$ cat config.mk
export PLATFORM = sky130hd
export DESIGN_NAME = wcd_mul
export DESIGN_NICKNAME = d
export VERILOG_FILES = /design/src/rtl/wcd_pkg.sv /design/src/rtl/wcd_mul.sv
export SDC_FILE = /design/constraint.sdc
export NUM_CORES = 2
export LEC_CHECK = 0
export BUFFER_PORTS_ARGS = -buffer_cell sky130_fd_sc_hd__buf_2
export CAP_MARGIN = 20
export CORE_ASPECT_RATIO = 1.5
export CORE_MARGIN = 2
export CORE_UTILIZATION = 61
export DETAILED_ROUTE_END_ITERATION = 12
export PLACE_DENSITY = 0.8
export SYNTH_ARGS = -nofsm -noshare
export SYNTH_HDL_FRONTEND = slang
export SYNTH_SLANG_ARGS = --single-unit
$ cat constraint.sdc
create_clock -name clock -period 8.6 [get_ports clock]
set_input_delay 0.86 -clock clock [delete_from_list [all_inputs] [get_ports clock]]
set_output_delay 0.86 -clock clock [all_outputs]
set_load 0.02 [all_outputs]
$ cat src/rtl/wcd_pkg.sv
`timescale 1ns / 1ps
// ----------------------------------------------------------------------------
// Waveform column decimator package
// Shared types, constants and the constant log2 helper.
// ----------------------------------------------------------------------------
package wcd_pkg;

   localparam int FRAME_SAMPLES_DEF = 256;
   localparam int COLUMN_ROWS_DEF   = 64;
   localparam int PEAK_WINDOW_DEF   = 256;
   localparam int LOG_FACTOR_DEF    = 10;

   localparam int SAMPLE_W  = 16;
   localparam int ROW_W     = 6;
   localparam int GAIN_W    = 16;
   localparam int LOG_FRAC  = 20;
   localparam int LOG_W     = 26;
   localparam int X_W       = 35;
   localparam int Y_W       = 31;
   localparam int MAG_W     = 24;
   localparam int COMP_W    = 16;
   localparam int DIVD_W    = LOG_W + 15;
   localparam int DIVS_W    = LOG_W;
   localparam int MUL_W     = 32;
   localparam int ADDR_W    = 3;
   localparam int DATA_W    = 32;

   localparam logic [GAIN_W-1:0] MAX_GAIN_RESET = 16'd2048;
   localparam logic [GAIN_W-1:0] GAIN_UNITY     = 16'd256;
   localparam logic [MAG_W:0]    UNITY_Q23      = 25'd8388608;
   localparam logic [COMP_W:0]   COMP_MID       = 17'd32768;
   localparam logic [0:0]        CSR_MAX_GAIN   = 1'b0;

   typedef enum logic [4:0] {
      ST_CLEAR,
      ST_IDLE,
      ST_PK_ADDR,
      ST_PK_CMP,
      ST_GAIN_DIV,
      ST_GAIN_WAIT,
      ST_ROW,
      ST_SMP_ADDR,
      ST_SMP_MAG,
      ST_SMP_SCALE,
      ST_LOG_BASE,
      ST_NORM,
      ST_SQ_MUL,
      ST_SQ_RED,
      ST_CDIV,
      ST_CDIV_WAIT,
      ST_CDIV_FIX,
      ST_LVL_MUL,
      ST_LVL_UPD
   } wcd_state_type;

   typedef struct packed {
      logic              start;
      logic [DIVD_W-1:0] dividend;
      logic [DIVS_W-1:0] divisor;
   } wcd_div_req_type;

   typedef struct packed {
      logic              done;
      logic [DIVD_W-1:0] quotient;
   } wcd_div_rsp_type;

   function automatic logic [LOG_W-1:0] log2_q20(input logic [63:0] x);
      logic [5:0]  n;
      logic [63:0] y;
      logic [19:0] frac;
      n    = '0;
      frac = '0;
      for (int b = 1; b < 64; b++) begin
         if ((x >> b) != 64'd0) begin
            n = b[5:0];
         end
      end
      if (n <= 6'd30) begin
         y = x << (6'd30 - n);
      end else begin
         y = x >> (n - 6'd30);
      end
      for (int k = 0; k < LOG_FRAC; k++) begin
         y    = (y * y) >> 30;
         frac = {frac[18:0], 1'b0};
         if (y >= 64'h8000_0000) begin
            y       = y >> 1;
            frac[0] = 1'b1;
         end
      end
      return {n, frac};
   endfunction

endpackage

$ cat src/rtl/wcd_mul.sv
`timescale 1ns / 1ps
// ----------------------------------------------------------------------------
// Shared multiplier
// Unsigned 32 x 32 multiply with a registered product.
// ----------------------------------------------------------------------------
module wcd_mul
   import wcd_pkg::*;
(
   input  logic               clock,
   input  logic [MUL_W-1:0]   mul_a,
   input  logic [MUL_W-1:0]   mul_b,
   output logic [2*MUL_W-1:0] mul_p
);

   logic [2*MUL_W-1:0] prod_ff;
   logic [2*MUL_W-1:0] prod_in;

   assign prod_in = mul_a * mul_b;
   assign mul_p   = prod_ff;

   always_ff @(posedge clock) begin
      prod_ff <= prod_in;
   end

endmodule

==> flow_summary.json <==
{
  "max_stage_delay_ps": 890,
  "grt_pass1_wl_um": 161900,
  "async_reset_ff_share_pct": 0,
  "hold_viol_final": 0,
  "period_needed_ps": 8176,
  "post-cts-setup-buffers": 0,
  "worstHoldEndpoint": "mul_p[0]",
  "cp_slowest_cell": "fa_1",
  "antenna_found_initial": 15,
  "path_class": "primary input to flip-flop",
  "maxCapViolations": 0,
  "htreeDepth": 3,
  "nets": 4959,
  "wl_um": 103500,
  "cp_top_family": "adder cells",
  "yosys_warnings": 0,
  "cts_resized": 0,
  "utilization_pct": 64.06,
  "yosysTopAreaCell": "fa_1",
  "io_pins": 129,
  "largest_reg_flops": 64,
  "final_cell_mix": "896 x fa_1, 863 x inv_1, 603 x and2_1",
  "wire_per_inst_um": 22.93,
  "die_y_um": 295.8,
  "ys_ff_latch": 64,
  "port_buffers": 128,
  "grt_pass1_vias": 29240,
  "cts_buffer_depth": 2,
  "grt_max_degree": 33,
  "syn_nets": 4982,
  "grt.overflow.total": 0,
  "status": "completed",
  "arrival_ps": 8390,
  "vias": 26340,
  "fill_cells": 4612,
  "crit_path_start": "mul_a[9]",
  "avgSynthCellArea_um2": 9.215,
  "endpoint_kind": "flip-flop",
  "first_iter_violations": 1672,
  "synth_edf_count": 0,
  "hold_depth": 3,
  "relSlewSlack_pct": 49.27,
  "rows": 107,
  "dieArea_um2": 58730,
  "antenna_left": 0,
  "critPathMaxFanout": 20,
  "holdCritPathClass": "primary input to flip-flop",
  "slew_violations": 0,
  "root_buffer": "clkbuf_16",
  "ys_types": 56,
  "synth_area_leaders": "fa_1 52%, and2_1 11%, ha_1 9.5%, inv_1 9.4%, nand2_1 5.2%",
  "clock-sinks": 64,
  "cts_hold_buf": 0,
  "grt.total_usage_pct": 37.94,
  "finalSetupViolations": 0,
  "period_share_pct": 95.07,
  "dp_hpwl_um": 82600,
  "synthFlopType": "dfxtp_1",
  "cts_tree": "built",
  "rsz0062_at_grt": "no",
  "tns_ps": 0,
  "die_w_um": 198.5,
  "tightest_slew_ps": 761.0,
  "synth.cell_area_um2": 34630,
  "crit_chain": "buf_2 > buf_4 > and2_1 > fa_1 > inv_1 > fa_1 > inv_1 > fa_1 > fa_1 > fa_1 > fa_1 > fa_1 > fa_1 > ha_1 > a21o_1 > a21o_1 > a21oi_1 > o2111ai_1 > and4_1 > or2_0 > nor4_1 > a311oi_1",
  "vias_per_cell": 5.835,
  "place_congestion": 0.9779,
  "fmax_mhz": 122.3,
  "worstPathRequired_ps": 8820,
  "cts_made_buffers": 9,
  "core_area_um2": 56500,
  "synthToLayoutAreaGrowth_pct": 4.513,
  "min-delay-start": "mul_a[0]",
  "seq_area_frac_synth_pct": 3.700,
  "drt_first_pass_iters": 6,
  "layout.cells.most_common": "fa_1",
  "layout-drive-gt1-share_pct": 5.882,
  "critPathLaunchType": "primary input",
  "worst-path-buf-inv": 4,
  "synth_top_area_share_pct": 51.80,
  "clk_pin_slew_worst_paths_ps": 70,
  "start_util_pct": 61.29,
  "cp_common_cell": "fa_1",
  "postSynthCellCount": 3758,
  "drc": 0
}
## Yosys cell counts (26+ instances only)
master,count
a21o_1,37
inv_1,863
a21oi_1,68
and2_1,603
dfxtp_1,64
clkbuf_1,215
nand2_1,478
o21ai_0,28
xnor2_1,33
ha_1,263
fa_1,896
xor2_1,26
## cells by family after synthesis
| family | after synthesis | synth area share [%] |
|---|---|---|
| flops | 64 | 3.700 |
| compound gates | 205 | 3.917 |
| simple gates | 1180 | 17.71 |
| xor+xnor | 59 | 1.492 |
| buf+inv | 1090 | 11.85 |
| mux | 1 | 0.02891 |
| fa+ha+maj | 1159 | 61.30 |
## routing by layer
layer	part of all wire (%)	track usage, %
met1	29	36.19
met2	50	63.21
met3	8.8	12.29
met4	13	37.35
met5	0.13	0.8418
## layout make-up
class	instances	area, um^2	share of cell area (%)
flip-flops and latches	64	1281	3.540
inverters	863	3239	8.950
diodes	11	27.53	0.07606
repair buffers	193	1141	3.153
clock inverters	7	78.83	0.2178
well taps	763	954.7	2.638
clock buffers	9	225.2	0.6223
multi-input cells	2604	29240	80.80
## how the worst max path moves through the flow
stage	endpoint	slack [ps]	cells after the start
6_report	mul_p[57]	420	22
2_1_floorplan	mul_p[62]	990	25
5_1_grt	mul_p[62]	150	24
3_5_place_dp	mul_p[57]	270	24
3_3_place_gp	mul_p[55]	390	25
4_1_cts	mul_p[57]	660	26
## per-stage QoR
stage | hold slack (ps) | cell area, um^2 | setup slack (ps) | instances
final | 1120 | 36190 | 424.4 | 4514
after global routing | 1141 | 36170 | 152.2 | 4505
after CTS | 1118 | 36160 | 658.7 | 4503
after detailed placement | 1275 | 35860 | 267.6 | 4487
after global placement | 1275 | 35860 | 388.3 | 4487
after floorplan | 987.3 | 34630 | 992.1 | 3758
Power is not shown: default switching activity piles up to over one toggle a cycle in this logic, so the estimate is an artifact.
