`src/rtl/wcd_pkg.sv`:
```
`timescale 1ns / 1ps
// ----------------------------------------------------------------------------
// Waveform column decimator package
// Shared types, constants and the constant log2 helper.
// ----------------------------------------------------------------------------
package wcd_pkg;

   localparam int FRAME_SAMPLES_DEF = 256;
   localparam int COLUMN_ROWS_DEF   = 64;
   localparam int PEAK_WINDOW_DEF   = 256;
   localparam int LOG_FACTOR_DEF    = 10;

   localparam int SAMPLE_W  = 16;
   localparam int ROW_W     = 6;
   localparam int GAIN_W    = 16;
   localparam int LOG_FRAC  = 20;
   localparam int LOG_W     = 26;
   localparam int X_W       = 35;
   localparam int Y_W       = 31;
   localparam int MAG_W     = 24;
   localparam int COMP_W    = 16;
   localparam int DIVD_W    = LOG_W + 15;
   localparam int DIVS_W    = LOG_W;
   localparam int MUL_W     = 32;
   localparam int ADDR_W    = 3;
   localparam int DATA_W    = 32;

   localparam logic [GAIN_W-1:0] MAX_GAIN_RESET = 16'd2048;
   localparam logic [GAIN_W-1:0] GAIN_UNITY     = 16'd256;
   localparam logic [MAG_W:0]    UNITY_Q23      = 25'd8388608;
   localparam logic [COMP_W:0]   COMP_MID       = 17'd32768;
   localparam logic [0:0]        CSR_MAX_GAIN   = 1'b0;

   typedef enum logic [4:0] {
      ST_CLEAR,
      ST_IDLE,
      ST_PK_ADDR,
      ST_PK_CMP,
      ST_GAIN_DIV,
      ST_GAIN_WAIT,
      ST_ROW,
      ST_SMP_ADDR,
      ST_SMP_MAG,
      ST_SMP_SCALE,
      ST_LOG_BASE,
      ST_NORM,
      ST_SQ_MUL,
      ST_SQ_RED,
      ST_CDIV,
      ST_CDIV_WAIT,
      ST_CDIV_FIX,
      ST_LVL_MUL,
      ST_LVL_UPD
   } wcd_state_type;

   typedef struct packed {
      logic              start;
      logic [DIVD_W-1:0] dividend;
      logic [DIVS_W-1:0] divisor;
   } wcd_div_req_type;

   typedef struct packed {
      logic              done;
      logic [DIVD_W-1:0] quotient;
   } wcd_div_rsp_type;

   function automatic logic [LOG_W-1:0] log2_q20(input logic [63:0] x);
      logic [5:0]  n;
      logic [63:0] y;
      logic [19:0] frac;
      n    = '0;
      frac = '0;
      for (int b = 1; b < 64; b++) begin
         if ((x >> b) != 64'd0) begin
            n = b[5:0];
         end
      end
      if (n <= 6'd30) begin
         y = x << (6'd30 - n);
      end else begin
         y = x >> (n - 6'd30);
      end
      for (int k = 0; k < LOG_FRAC; k++) begin
         y    = (y * y) >> 30;
         frac = {frac[18:0], 1'b0};
         if (y >= 64'h8000_0000) begin
            y       = y >> 1;
            frac[0] = 1'b1;
         end
      end
      return {n, frac};
   endfunction

endpackage

```
`src/rtl/wcd_div.sv`:
```
`timescale 1ns / 1ps
// ----------------------------------------------------------------------------
// Iterative divider
// Restoring unsigned divider, one quotient bit per cycle.
// ----------------------------------------------------------------------------
module wcd_div
   import wcd_pkg::*;
(
   input  logic            clock,
   input  logic            reset,
   input  wcd_div_req_type div_req,
   output wcd_div_rsp_type div_rsp
);

   localparam int CW = $clog2(DIVD_W);

   logic              busy_ff, busy_in;
   logic              done_ff, done_in;
   logic [CW-1:0]     cnt_ff, cnt_in;
   logic [DIVS_W-1:0] rem_ff, rem_in;
   logic [DIVD_W-1:0] quo_ff, quo_in;
   logic [DIVS_W-1:0] dvs_ff, dvs_in;
   logic [DIVS_W:0]   trial;
   logic [DIVS_W:0]   diff;
   logic              ge;

   assign trial = {rem_ff, quo_ff[DIVD_W-1]};
   assign diff  = trial - {1'b0, dvs_ff};
   assign ge    = trial >= {1'b0, dvs_ff};

   always_comb begin
      busy_in = busy_ff;
      done_in = 1'b0;
      cnt_in  = cnt_ff;
      rem_in  = rem_ff;
      quo_in  = quo_ff;
      dvs_in  = dvs_ff;
      if (div_req.start) begin
         busy_in = 1'b1;
         cnt_in  = '0;
         rem_in  = '0;
         quo_in  = div_req.dividend;
         dvs_in  = div_req.divisor;
      end else if (busy_ff) begin
         rem_in = ge ? diff[DIVS_W-1:0] : trial[DIVS_W-1:0];
         quo_in = {quo_ff[DIVD_W-2:0], ge};
         cnt_in = cnt_ff + 1'b1;
         if (cnt_ff == CW'(DIVD_W - 1)) begin
            busy_in = 1'b0;
            done_in = 1'b1;
         end
      end
   end

   always_ff @(posedge clock) begin
      if (reset) begin
         busy_ff <= 1'b0;
         done_ff <= 1'b0;
      end else begin
         busy_ff <= busy_in;
         done_ff <= done_in;
      end
   end

   always_ff @(posedge clock) begin
      cnt_ff <= cnt_in;
      rem_ff <= rem_in;
      quo_ff <= quo_in;
      dvs_ff <= dvs_in;
   end

   assign div_rsp.done     = done_ff;
   assign div_rsp.quotient = quo_ff;

endmodule

```
`config.mk`:
```
export PLATFORM = sky130hd
export DESIGN_NAME = wcd_div
export DESIGN_NICKNAME = d
export VERILOG_FILES = /design/src/rtl/wcd_pkg.sv /design/src/rtl/wcd_div.sv
export SDC_FILE = /design/constraint.sdc
export NUM_CORES = 1
export LEC_CHECK = 0
export BUFFER_PORTS_ARGS = -buffer_cell sky130_fd_sc_hd__buf_4
export CAP_MARGIN = 10
export CORE_MARGIN = 1.5
export CORE_UTILIZATION = 50
export CTS_BUF_LIST = sky130_fd_sc_hd__clkbuf_4 sky130_fd_sc_hd__clkbuf_8 sky130_fd_sc_hd__clkbuf_16
export CTS_CLUSTER_SIZE = 24
export DETAILED_ROUTE_END_ITERATION = 6
export GPL_ROUTABILITY_DRIVEN = 0
export PLACE_DENSITY = 0.81
export SETUP_SLACK_MARGIN = 0.5
export SYNTH_ARGS = -nofsm -noshare
export SYNTH_HDL_FRONTEND = slang
export SYNTH_SLANG_ARGS = --single-unit
```
`constraint.sdc`:
```
create_clock -name clock -period 2.3 [get_ports clock]
set_input_delay 0.23 -clock clock [delete_from_list [all_inputs] [get_ports clock]]
set_output_delay 0.23 -clock clock [all_outputs]
set_load 0.02 [all_outputs]
```
==> results of run 1 <==
-- sequential cells by signal, indices dropped and copies added, names as in the netlist --
signal,count
busy_ff,1
cnt_ff,6
done_ff,1
dvs_ff,26
quo_ff,41
rem_ff,26
-- critical path, stage by stage (launching register included) --
cell and delay [ps]:
edfxtp_1 410, inv_2 90, ha_4 140, inv_2 30, fa_2 360, a21oi_4 190, o2bb2ai_4 90, o41a_1 370
a211oi_2 280, xnor2_1 190, mux2i_1 140, a211oi_1 210
-- cell usage after synthesis, types with 8 or more instances --
library cell | number | share of area (%)
a21oi_1 | 22 | 1.9
ha_1 | 28 | 6.1
mux2i_1 | 17 | 3.0
clkbuf_1 | 11 | 0.72
nor2_1 | 48 | 3.1
o21ai_0 | 14 | 1.2
xor2_1 | 9 | 1.4
nand2_1 | 27 | 1.8
mux2_2 | 41 | 8.0
nand4_1 | 9 | 0.98
dfxtp_1 | 34 | 12
edfxtp_1 | 67 | 35
nand3_1 | 8 | 0.70
nor3_1 | 15 | 1.3
xnor2_1 | 14 | 2.1
inv_1 | 31 | 2.0
a211oi_1 | 20 | 2.6
-- where the power goes --
group	switching, mW	internal (mW)	total, mW
Clock	0.770	0.764	1.53
Combinational	0.970	0.931	1.90
Sequential	0.106	2.12	2.23
-- cells in the final DEF (no fill, tap or decap), types with 11 or more instances in the layout --
master	n
buf_4	195
edfxtp_1	67
nor2_1	48
mux2_2	41
dfxtp_1	34
inv_1	25
nand2_1	23
a211oi_1	17
mux2i_1	16
a21oi_1	15
ha_1	13
ha_4	13
xnor2_1	12
nor3_1	11
-- final cells by class --
cell class,count,area share (%)
clock buffers,9,2.75
clock inverters,7,0.780
inverters,33,1.56
multi-input cells,364,40.3
flip-flops and latches,101,32.9
well taps,140,2.14
repair buffers,204,19.6
-- logic make-up (layout without fill, tap and decap cells) --
| logic type | after synthesis | count (layout) |
|---|---|---|
| AOI/OAI and AO/OA | 110 | 110 |
| xor gates and xnor gates | 23 | 23 |
| DFF | 101 | 101 |
| adders and majority gates | 29 | 29 |
| muxes | 58 | 58 |
| buffers and inverters | 60 | 253 |
| and+or+nand+nor | 144 | 144 |
-- routing by layer --
layer / share of wire [%] / GRT usage [%] / routed length (um) / vias up
met2: 50 / 45.7 / 8210 / 277
met3: 9.9 / 9.05 / 1630 / 42
met5: 0 / 0 / 0 / -
li1: - / - / - / 2325
met4: 2.5 / 8.42 / 408 / 0
met1: 38 / 30.5 / 6200 / 2407
-- how the worst min path moves through the flow --
stage / slack (ps) / start / end
finish: 30 / reset / busy_ff
global route: 20 / reset / busy_ff
CTS: 20 / reset / busy_ff
detailed placement: 400 / reset / busy_ff
global placement: 400 / reset / busy_ff
floorplan: 300 / reset / busy_ff
-- what timing repair did --
item,CTS,global route
endpoints found under the setup margin,27,68
setup buffers,4,10
resized for setup,32,53
pin swaps,19,29
==> run_results.csv, run 1 <==
group,metric,value,unit
clocking,hold_buffers,0,
timing,rsz0062_at_grt,"true",
synthesis,netlist_area,5740,um2
clocking,clock_path_buffers,2,
timing,fin_worst_skew,13.8,ps
routing,avgRoutedWirePerCell,19.2,um
clocking,cts_num_sinks,101,
setup_path,regToRegSetupSlack,-270,ps
final_layout,final_util,74.2,%
setup_path,r2r_end,"rem_ff[18]",
final_layout,finalNonFillerCells,858,
synthesis,async_reset_ff_share,0,%
setup_path,crit_arrival,2850,ps
floorplan,core,11000,um2
synthesis,synth_mux_area_share,11.0,%
synthesis,synth-edff-count,67,
timing,setup-tns-final,-2830,ps
clocking,htreeDepth,3,
clocking,clock_latency,360,ps
synthesis,synth_compound_area_share,14.2,%
timing,fin_crit_sh,112,%
setup_path,critPathCaptureType,"flip-flop",
synthesis,mappedNetlistNets,624,
final_layout,seqCellArea,2690,um2
global_route,gr-total-overflow,0,
synthesis,ys_seq_area_share,46.9,%
power_and_ir_drop,total_power,5.66,mW
routing,wirelength,16400,um
final_layout,stdcell_area,8180,um2
floorplan,start_util,52.0,%
routing,route.vias.total,5051,
final_layout,antenna_cells,0,
global_route,grt_pass1_wl,24200,um
floorplan,dieWidth,110,um
worst_hold_path,hp-class,"primary input to flip-flop",
floorplan,dieArea,12100,um2
synthesis,synth-main-ff-cell,"edfxtp_1",
global_route,first_global_vias,5042,
power_and_ir_drop,power_density,692,nW/um2
place,placed_area,7300,um2
outcome,status,"finished with violations",
synthesis,synthDistinctLibCells,76,
power_and_ir_drop,max-vdd-ir-drop,0.549,mV
final_layout,area_delta_synth_final,42.6,%
worst_hold_path,hold_depth,2,
synthesis,postSynthAreaPerCell,10.9,um2
outcome,violations,"negative setup slack",
final_layout,finalNetCount,812,
final_layout,filler_cell_count,703,
global_route,grt_max_degree,98,
clocking,cts_tree,"built",
setup_path,cp_data_required_time,2580,ps
power_and_ir_drop,leakage,3.35,nW
timing,fin_crit,2570,ps
global_route,grtUsageTotal,26.3,%
synthesis,synth_xor_xnor_area_share,3.51,%
setup_path,reg2reg_from,"quo_ff[40]",
timing,hold_slack,26.8,ps
setup_path,start_kind,"flip-flop",
final_layout,multi_input_comb_area,3290,um2
timing,timing.fmax,389,MHz
routing,dr.first_iter.drc_count,290,
routing,drt.antenna.violating_nets,0,
clocking,cts_buffers,9,
synthesis,ys_seq_elements,101,
global_route,antenna_found_initial,0,
final_layout,drive_gt1_share,48.3,%
setup_path,endpoint,"rem_ff[18]",
setup_path,path_class,"flip-flop to flip-flop",
floorplan,pin_count,112,
floorplan,die_h,110,um
setup_path,reg2regPathDepth,11,
run,maxCapViolations,0,
timing,finalHoldViolCount,0,
synthesis,synth_warnings,0,
clocking,cts_root_buf,"clkbuf_16",
setup_path,critical_path.max_fanout,3,
place,place_ws,-279,ps
timing,drv_slew,0,
floorplan,core.rowCount,38,
routing,dr.pass1.iters,7,
setup_path,startpoint,"quo_ff[40]",
timing,setup_viol,27,
timing,slew_headroom,66.3,%
timing,setup_slack,-272,ps
timing,worst_pin_slew,505,ps
routing,drc,0,
place,port-buffer-count,111,
synthesis,synth-simple-area-share,13.0,%
clocking,cts.clk_slew.worst_paths,80,ps
synthesis,synth_top_family_by_area,"compound AO/OA/AOI/OAI gates",
synthesis,synth_fa_ha_area_share,6.46,%
synthesis,netlist_instances,525,
place,place_inst,828,
place,dp_hpwl,10700,um
routing,via_per_inst,5.89,
Power figures use the tool's default switching activity.
==> run 2: changes to the inputs <==
- CORE_UTILIZATION: 50 -> 57
- PLACE_DENSITY: 0.81 -> 0.87
- clock period: 2.3 -> 3.1 ns (I/O delays scaled with it)
==> run 2 against run 1 <==
The flow now finishes without violations. Register-to-register slack better by 690 ps. Clock skew is 3.8 ps higher. Via count is 8.3% lower. Critical path depth is 2 lower. First-iteration DRC count is 22% lower. Maximum frequency is 4.2% lower. Worst setup slack better by 690 ps. Final cell count is 9.9% lower. Die area is 12% lower. Critical path type unchanged. Critical endpoint is now rem_ff[16]. Largest power group unchanged.
==> run_results.csv, run 2 (synthesis gave the netlist of run 1 again) <==
group,metric,value,unit
timing,setup_viol,0,
global_route,first_global_vias,4590,
routing,dr.first_iter.drc_count,227,
routing,drt.antenna.violating_nets,0,
final_layout,drive_gt1_share,37.0,%
worst_hold_path,hp-class,"primary input to flip-flop",
place,dp_hpwl,9670,um
global_route,grtUsageTotal,27.4,%
floorplan,start_util,58.7,%
outcome,status,"finished clean",
setup_path,crit_arrival,2980,ps
timing,worst_pin_slew,940,ps
timing,fin_crit,2680,ps
timing,slew_headroom,37.1,%
timing,finalHoldViolCount,0,
clocking,cts_num_sinks,101,
clocking,clock_path_buffers,2,
setup_path,critPathCaptureType,"flip-flop",
place,placed_area,6640,um2
timing,timing.fmax,373,MHz
power_and_ir_drop,leakage,2.86,nW
place,port-buffer-count,111,
routing,drc,0,
clocking,cts_root_buf,"clkbuf_8",
global_route,antenna_found_initial,0,
clocking,htreeDepth,3,
routing,route.vias.total,4634,
floorplan,core,9770,um2
routing,avgRoutedWirePerCell,18.2,um
final_layout,area_delta_synth_final,24.3,%
final_layout,stdcell_area,7130,um2
run,maxCapViolations,0,
global_route,grt_max_degree,55,
setup_path,start_kind,"flip-flop",
floorplan,pin_count,112,
final_layout,regMostFlops,"quo_ff",
power_and_ir_drop,max-vdd-ir-drop,0.425,mV
routing,via_per_inst,5.99,
clocking,cts_buffers,9,
clocking,cts.clk_slew.worst_paths,110,ps
final_layout,largest_reg_flops,41,
setup_path,critical_path.max_fanout,7,
floorplan,die_h,103,um
clocking,hold_buffers,0,
routing,dr.pass1.iters,5,
timing,rsz0062_at_grt,"true",
routing,wirelength,14000,um
timing,fin_crit_sh,86.6,%
floorplan,dieArea,10700,um2
floorplan,core.rowCount,36,
final_layout,layout_common_cells,"buf_4, edfxtp_1, nor2_1, mux2_2, dfxtp_1",
global_route,grt_pass1_wl,22100,um
timing,setup-tns-final,0,ps
clocking,cts_tree,"built",
setup_path,cp_data_required_time,3390,ps
final_layout,finalNetCount,734,
global_route,gr-total-overflow,0,
timing,drv_slew,0,
power_and_ir_drop,power_density,516,nW/um2
clocking,clock_latency,410,ps
floorplan,dieWidth,103,um
setup_path,path_class,"flip-flop to flip-flop",
final_layout,final_common_cell,"buf_4",
setup_path,regToRegSetupSlack,420,ps
final_layout,antenna_cells,0,
timing,fin_worst_skew,17.7,ps
final_layout,top_regs,"quo_ff: 41 flops, dvs_ff: 26 flops, rem_ff: 26 flops",
run 2: metal layers:
metal  part of all wire [%]  track usage, %  vias to the layer above  wire length, um
li1                       -               -                     2170                -
met1                     38            31.6                     2202             5360
met2                     50            46.5                      233             6960
met3                     10            11.4                       29             1450
met4                    2.0            8.73                        0              277
met5                      0               0                        -                0
run 2: cell type report:
cell class | instances | area (um2)
multi-input cells | 364 | 2960
fillers | 666 | 2650
well taps | 133 | 166
clock buffers | 10 | 149
inverters | 33 | 124
repair buffers | 126 | 965
flip-flops and latches | 101 | 2690
clock inverters | 6 | 75.1
run 2: where the power goes:
group | total, mW | internal, mW | switching (mW)
registers | 1.65 | 1.58 | 0.0773
clock network | 0.939 | 0.436 | 0.503
logic | 1.09 | 0.501 | 0.585
total | 3.68 | 2.51 | 1.17
run 2: final timing paths:
kind | startpoint | cells past startpoint | to
max | dvs_ff[9] | 9 | rem_ff[16]
min | reset | 2 | busy_ff
max reg2reg | dvs_ff[9] | 9 | rem_ff[16]
min reg2reg | cnt_ff[5] | 2 | done_ff
run 2: metrics by stage:
| step | hold WS, ps | setup WS, ps | utilization (%) | total power [mW] | instances |
|---|---|---|---|---|---|
| 2_1_floorplan | 382 | 561 | - | 2.36 | 525 |
| 3_3_place_gp | 466 | 390 | 68.0 | 2.62 | 748 |
| 3_5_place_dp | 472 | 276 | 68.0 | 2.66 | 748 |
| 4_1_cts | 42.4 | 471 | 71.0 | 3.62 | 770 |
| 5_1_grt | 32.0 | 326 | 72.9 | 3.85 | 773 |
| 6_report | 58.9 | 416 | 72.9 | 3.68 | 773 |
run 2: worst max-delay path, stage by stage, from the launching register on:
cell	delay, ps
edfxtp_1	350
inv_1	40
ha_1	390
a21oi_1	140
o211a_1	270
or2_4	280
and3_1	170
a2111oi_0	400
nand3_1	200
a311oi_2	340
run 2: what timing repair did:
action / in CTS / in global routing
endpoints found under the setup margin: 21 / 23
pin swaps: 3 / 6
resized for setup: 8 / 36
cloned: 0 / 0
setup buffers: 6 / 3
==> run 3: changes to the inputs <==
- CAP_MARGIN: 10 -> default
- CORE_UTILIZATION: 57 -> 60
- PLACE_DENSITY: 0.87 -> 0.91
- RECOVER_POWER: default -> 25
==> run 3 against run 2 <==
Flip-flop and latch count did not move. Combinational power rose by 11%. Clock skew rose by 5.2 ps. Total power rose by 2.6%. Critical path depth rose by 4. Largest cell class unchanged. Sequential share of layout area fell by 1.3 points. Worst setup slack got worse by 6.9 ps.
==> run_results.csv, run 3 (synthesis gave the netlist of run 1 again) <==
group,metric,value,unit
outcome,status,"finished clean",
floorplan,start_util,62.1,%
clocking,cts_tree,"built",
power_and_ir_drop,leakage,2.91,nW
global_route,grtUsageTotal,28.6,%
place,place_inst,745,
global_route,grt_max_degree,55,
timing,timing.fmax,372,MHz
setup_path,crit_path_max_incr_delay,390,ps
global_route,gr-total-overflow,0,
clocking,clock_path_buffers,2,
clocking,hold_buffers,0,
routing,dr.first_iter.drc_count,341,
final_layout,drive_gt1_share,40.1,%
global_route,antenna_found_initial,0,
routing,dr.pass1.iters,5,
final_layout,finalNetCount,743,
floorplan,core.rowCount,35,
setup_path,cpMaxStageDelayCell,"edfxtp_1",
final_layout,top_regs,"quo_ff: 41 flops, dvs_ff: 26 flops, rem_ff: 26 flops",
timing,finalHoldViolCount,0,
floorplan,dieArea,10200,um2
final_layout,area_delta_synth_final,28.8,%
place,port-buffer-count,111,
timing,setup_viol,0,
floorplan,dieWidth,101,um
routing,wirelength,15500,um
global_route,grt_pass1_wl,22100,um
setup_path,critPathCaptureType,"flip-flop",
setup_path,cp_data_required_time,3400,ps
power_and_ir_drop,power_density,510,nW/um2
final_layout,regMostFlops,"quo_ff",
routing,avgRoutedWirePerCell,20.0,um
setup_path,crit_arrival,2990,ps
clocking,htreeDepth,3,
timing,drv_slew,0,
run,maxCapViolations,0,
final_layout,finalNonFillerCells,778,
timing,fin_worst_skew,22.9,ps
timing,worst_pin_slew,667,ps
floorplan,pin_count,112,
timing,fin_crit_sh,86.8,%
final_layout,antenna_cells,0,
routing,route.vias.total,4808,
timing,rsz0062_at_grt,"true",
floorplan,die_h,101,um
setup_path,path_cells,"inv_1 > ha_2 > inv_2 > fa_2 > a21oi_4 > o2bb2ai_4 > o41ai_4 > buf_4 > buf_6 > nor3_2 > a31oi_1 > nand3_1 > a311oi_1",
routing,via_per_inst,6.18,
power_and_ir_drop,max-vdd-ir-drop,0.449,mV
setup_path,critical_path.max_fanout,4,
final_layout,layout_common_cells,"buf_4, edfxtp_1, nor2_1, mux2_2, dfxtp_1",
timing,fin_crit,2690,ps
place,dp_hpwl,9970,um
final_layout,final_common_cell,"buf_4",
floorplan,core,9240,um2
clocking,cts.clk_slew.worst_paths,110,ps
setup_path,start_kind,"flip-flop",
final_layout,largest_reg_flops,41,
routing,drt.antenna.violating_nets,0,
worst_hold_path,hp-class,"primary input to flip-flop",
timing,slew_headroom,55.0,%
clocking,clock_latency,400,ps
timing,setup-tns-final,0,ps
clocking,cts_root_buf,"clkbuf_8",
routing,drc,0,
global_route,first_global_vias,4591,
clocking,cts_buffers,9,
final_layout,filler_cell_count,522,
setup_path,path_class,"flip-flop to flip-flop",
clocking,cts_num_sinks,101,
run 3: cell count changes in the layout (fill, tap and decap cells not counted), sizes merged:
cell	previous run	this run
clkinvlp	0	1
clkbuf	10	39
bufinv	1	0
buf	126	107
clkinv	4	3
run 3: final cells by class:
| type | instances | area (um2) | share of cell area, % |
|---|---|---|---|
| inverter | 33 | 124 | 1.68 |
| sequential | 101 | 2690 | 36.4 |
| clock inverter | 5 | 43.8 | 0.593 |
| clock buffer | 11 | 174 | 2.35 |
| tap | 129 | 161 | 2.18 |
| timing repair buffer | 135 | 1070 | 14.5 |
| multi-input combinational | 364 | 3130 | 42.3 |
run 3: through the flow:
step                util [%]  power, mW  setup WS (ps)  hold slack [ps]  area [um2]
CTS                     74.7       3.58            467             72.9        6900
global route            80.0       3.90            293             65.8        7390
floorplan                  -       2.36            561              382        5760
finish                  80.0       3.77            409             79.2        7390
global placement        72.0       2.63            434              461        6660
detailed placement      72.0       2.67            320              479        6660
run 3: path summary, 6_finish.rpt:
| path | from | endpoint | slack (ps) | cells past startpoint |
|---|---|---|---|---|
| worst min register to register | cnt_ff[5] | done_ff | 480 | 2 |
| worst max-delay path | quo_ff[40] | rem_ff[16] | 410 | 13 |
| worst max register to register | quo_ff[40] | rem_ff[16] | 410 | 13 |
| worst min-delay path | reset | done_ff | 80 | 2 |
run 3: timing repair:
action	4_1_cts	5_1_grt
gates cloned	0	3
resized for setup	5	57
endpoints found under the hold margin	0	0
buffers inserted	1	13
pin swaps	1	19
setup endpoints to repair	18	27
run 3: power breakdown:
group          total, mW  internal (mW)  switching [mW]  leakage (nW)
Clock              0.903          0.402           0.501         0.110
Combinational       1.21          0.564           0.642          1.86
Sequential          1.66           1.57          0.0873         0.946
Total               3.77           2.54            1.23          2.91
run 3: worst max-delay path: cells and delay by family (launching register included):
kind                       cells  cell delay, ps
and+or+nand+nor                2             160
AOI/OAI and AO/OA              5            1080
adders and majority gates      2             540
buffers and inverters          4             430
DFF                            1             390
run 3: metal layers:
metal | wire (um) | global-route usage, %
met1 | 5740 | 33.2
met2 | 7710 | 49.4
met3 | 1550 | 9.64
met4 | 531 | 9.97
met5 | 0 | 0
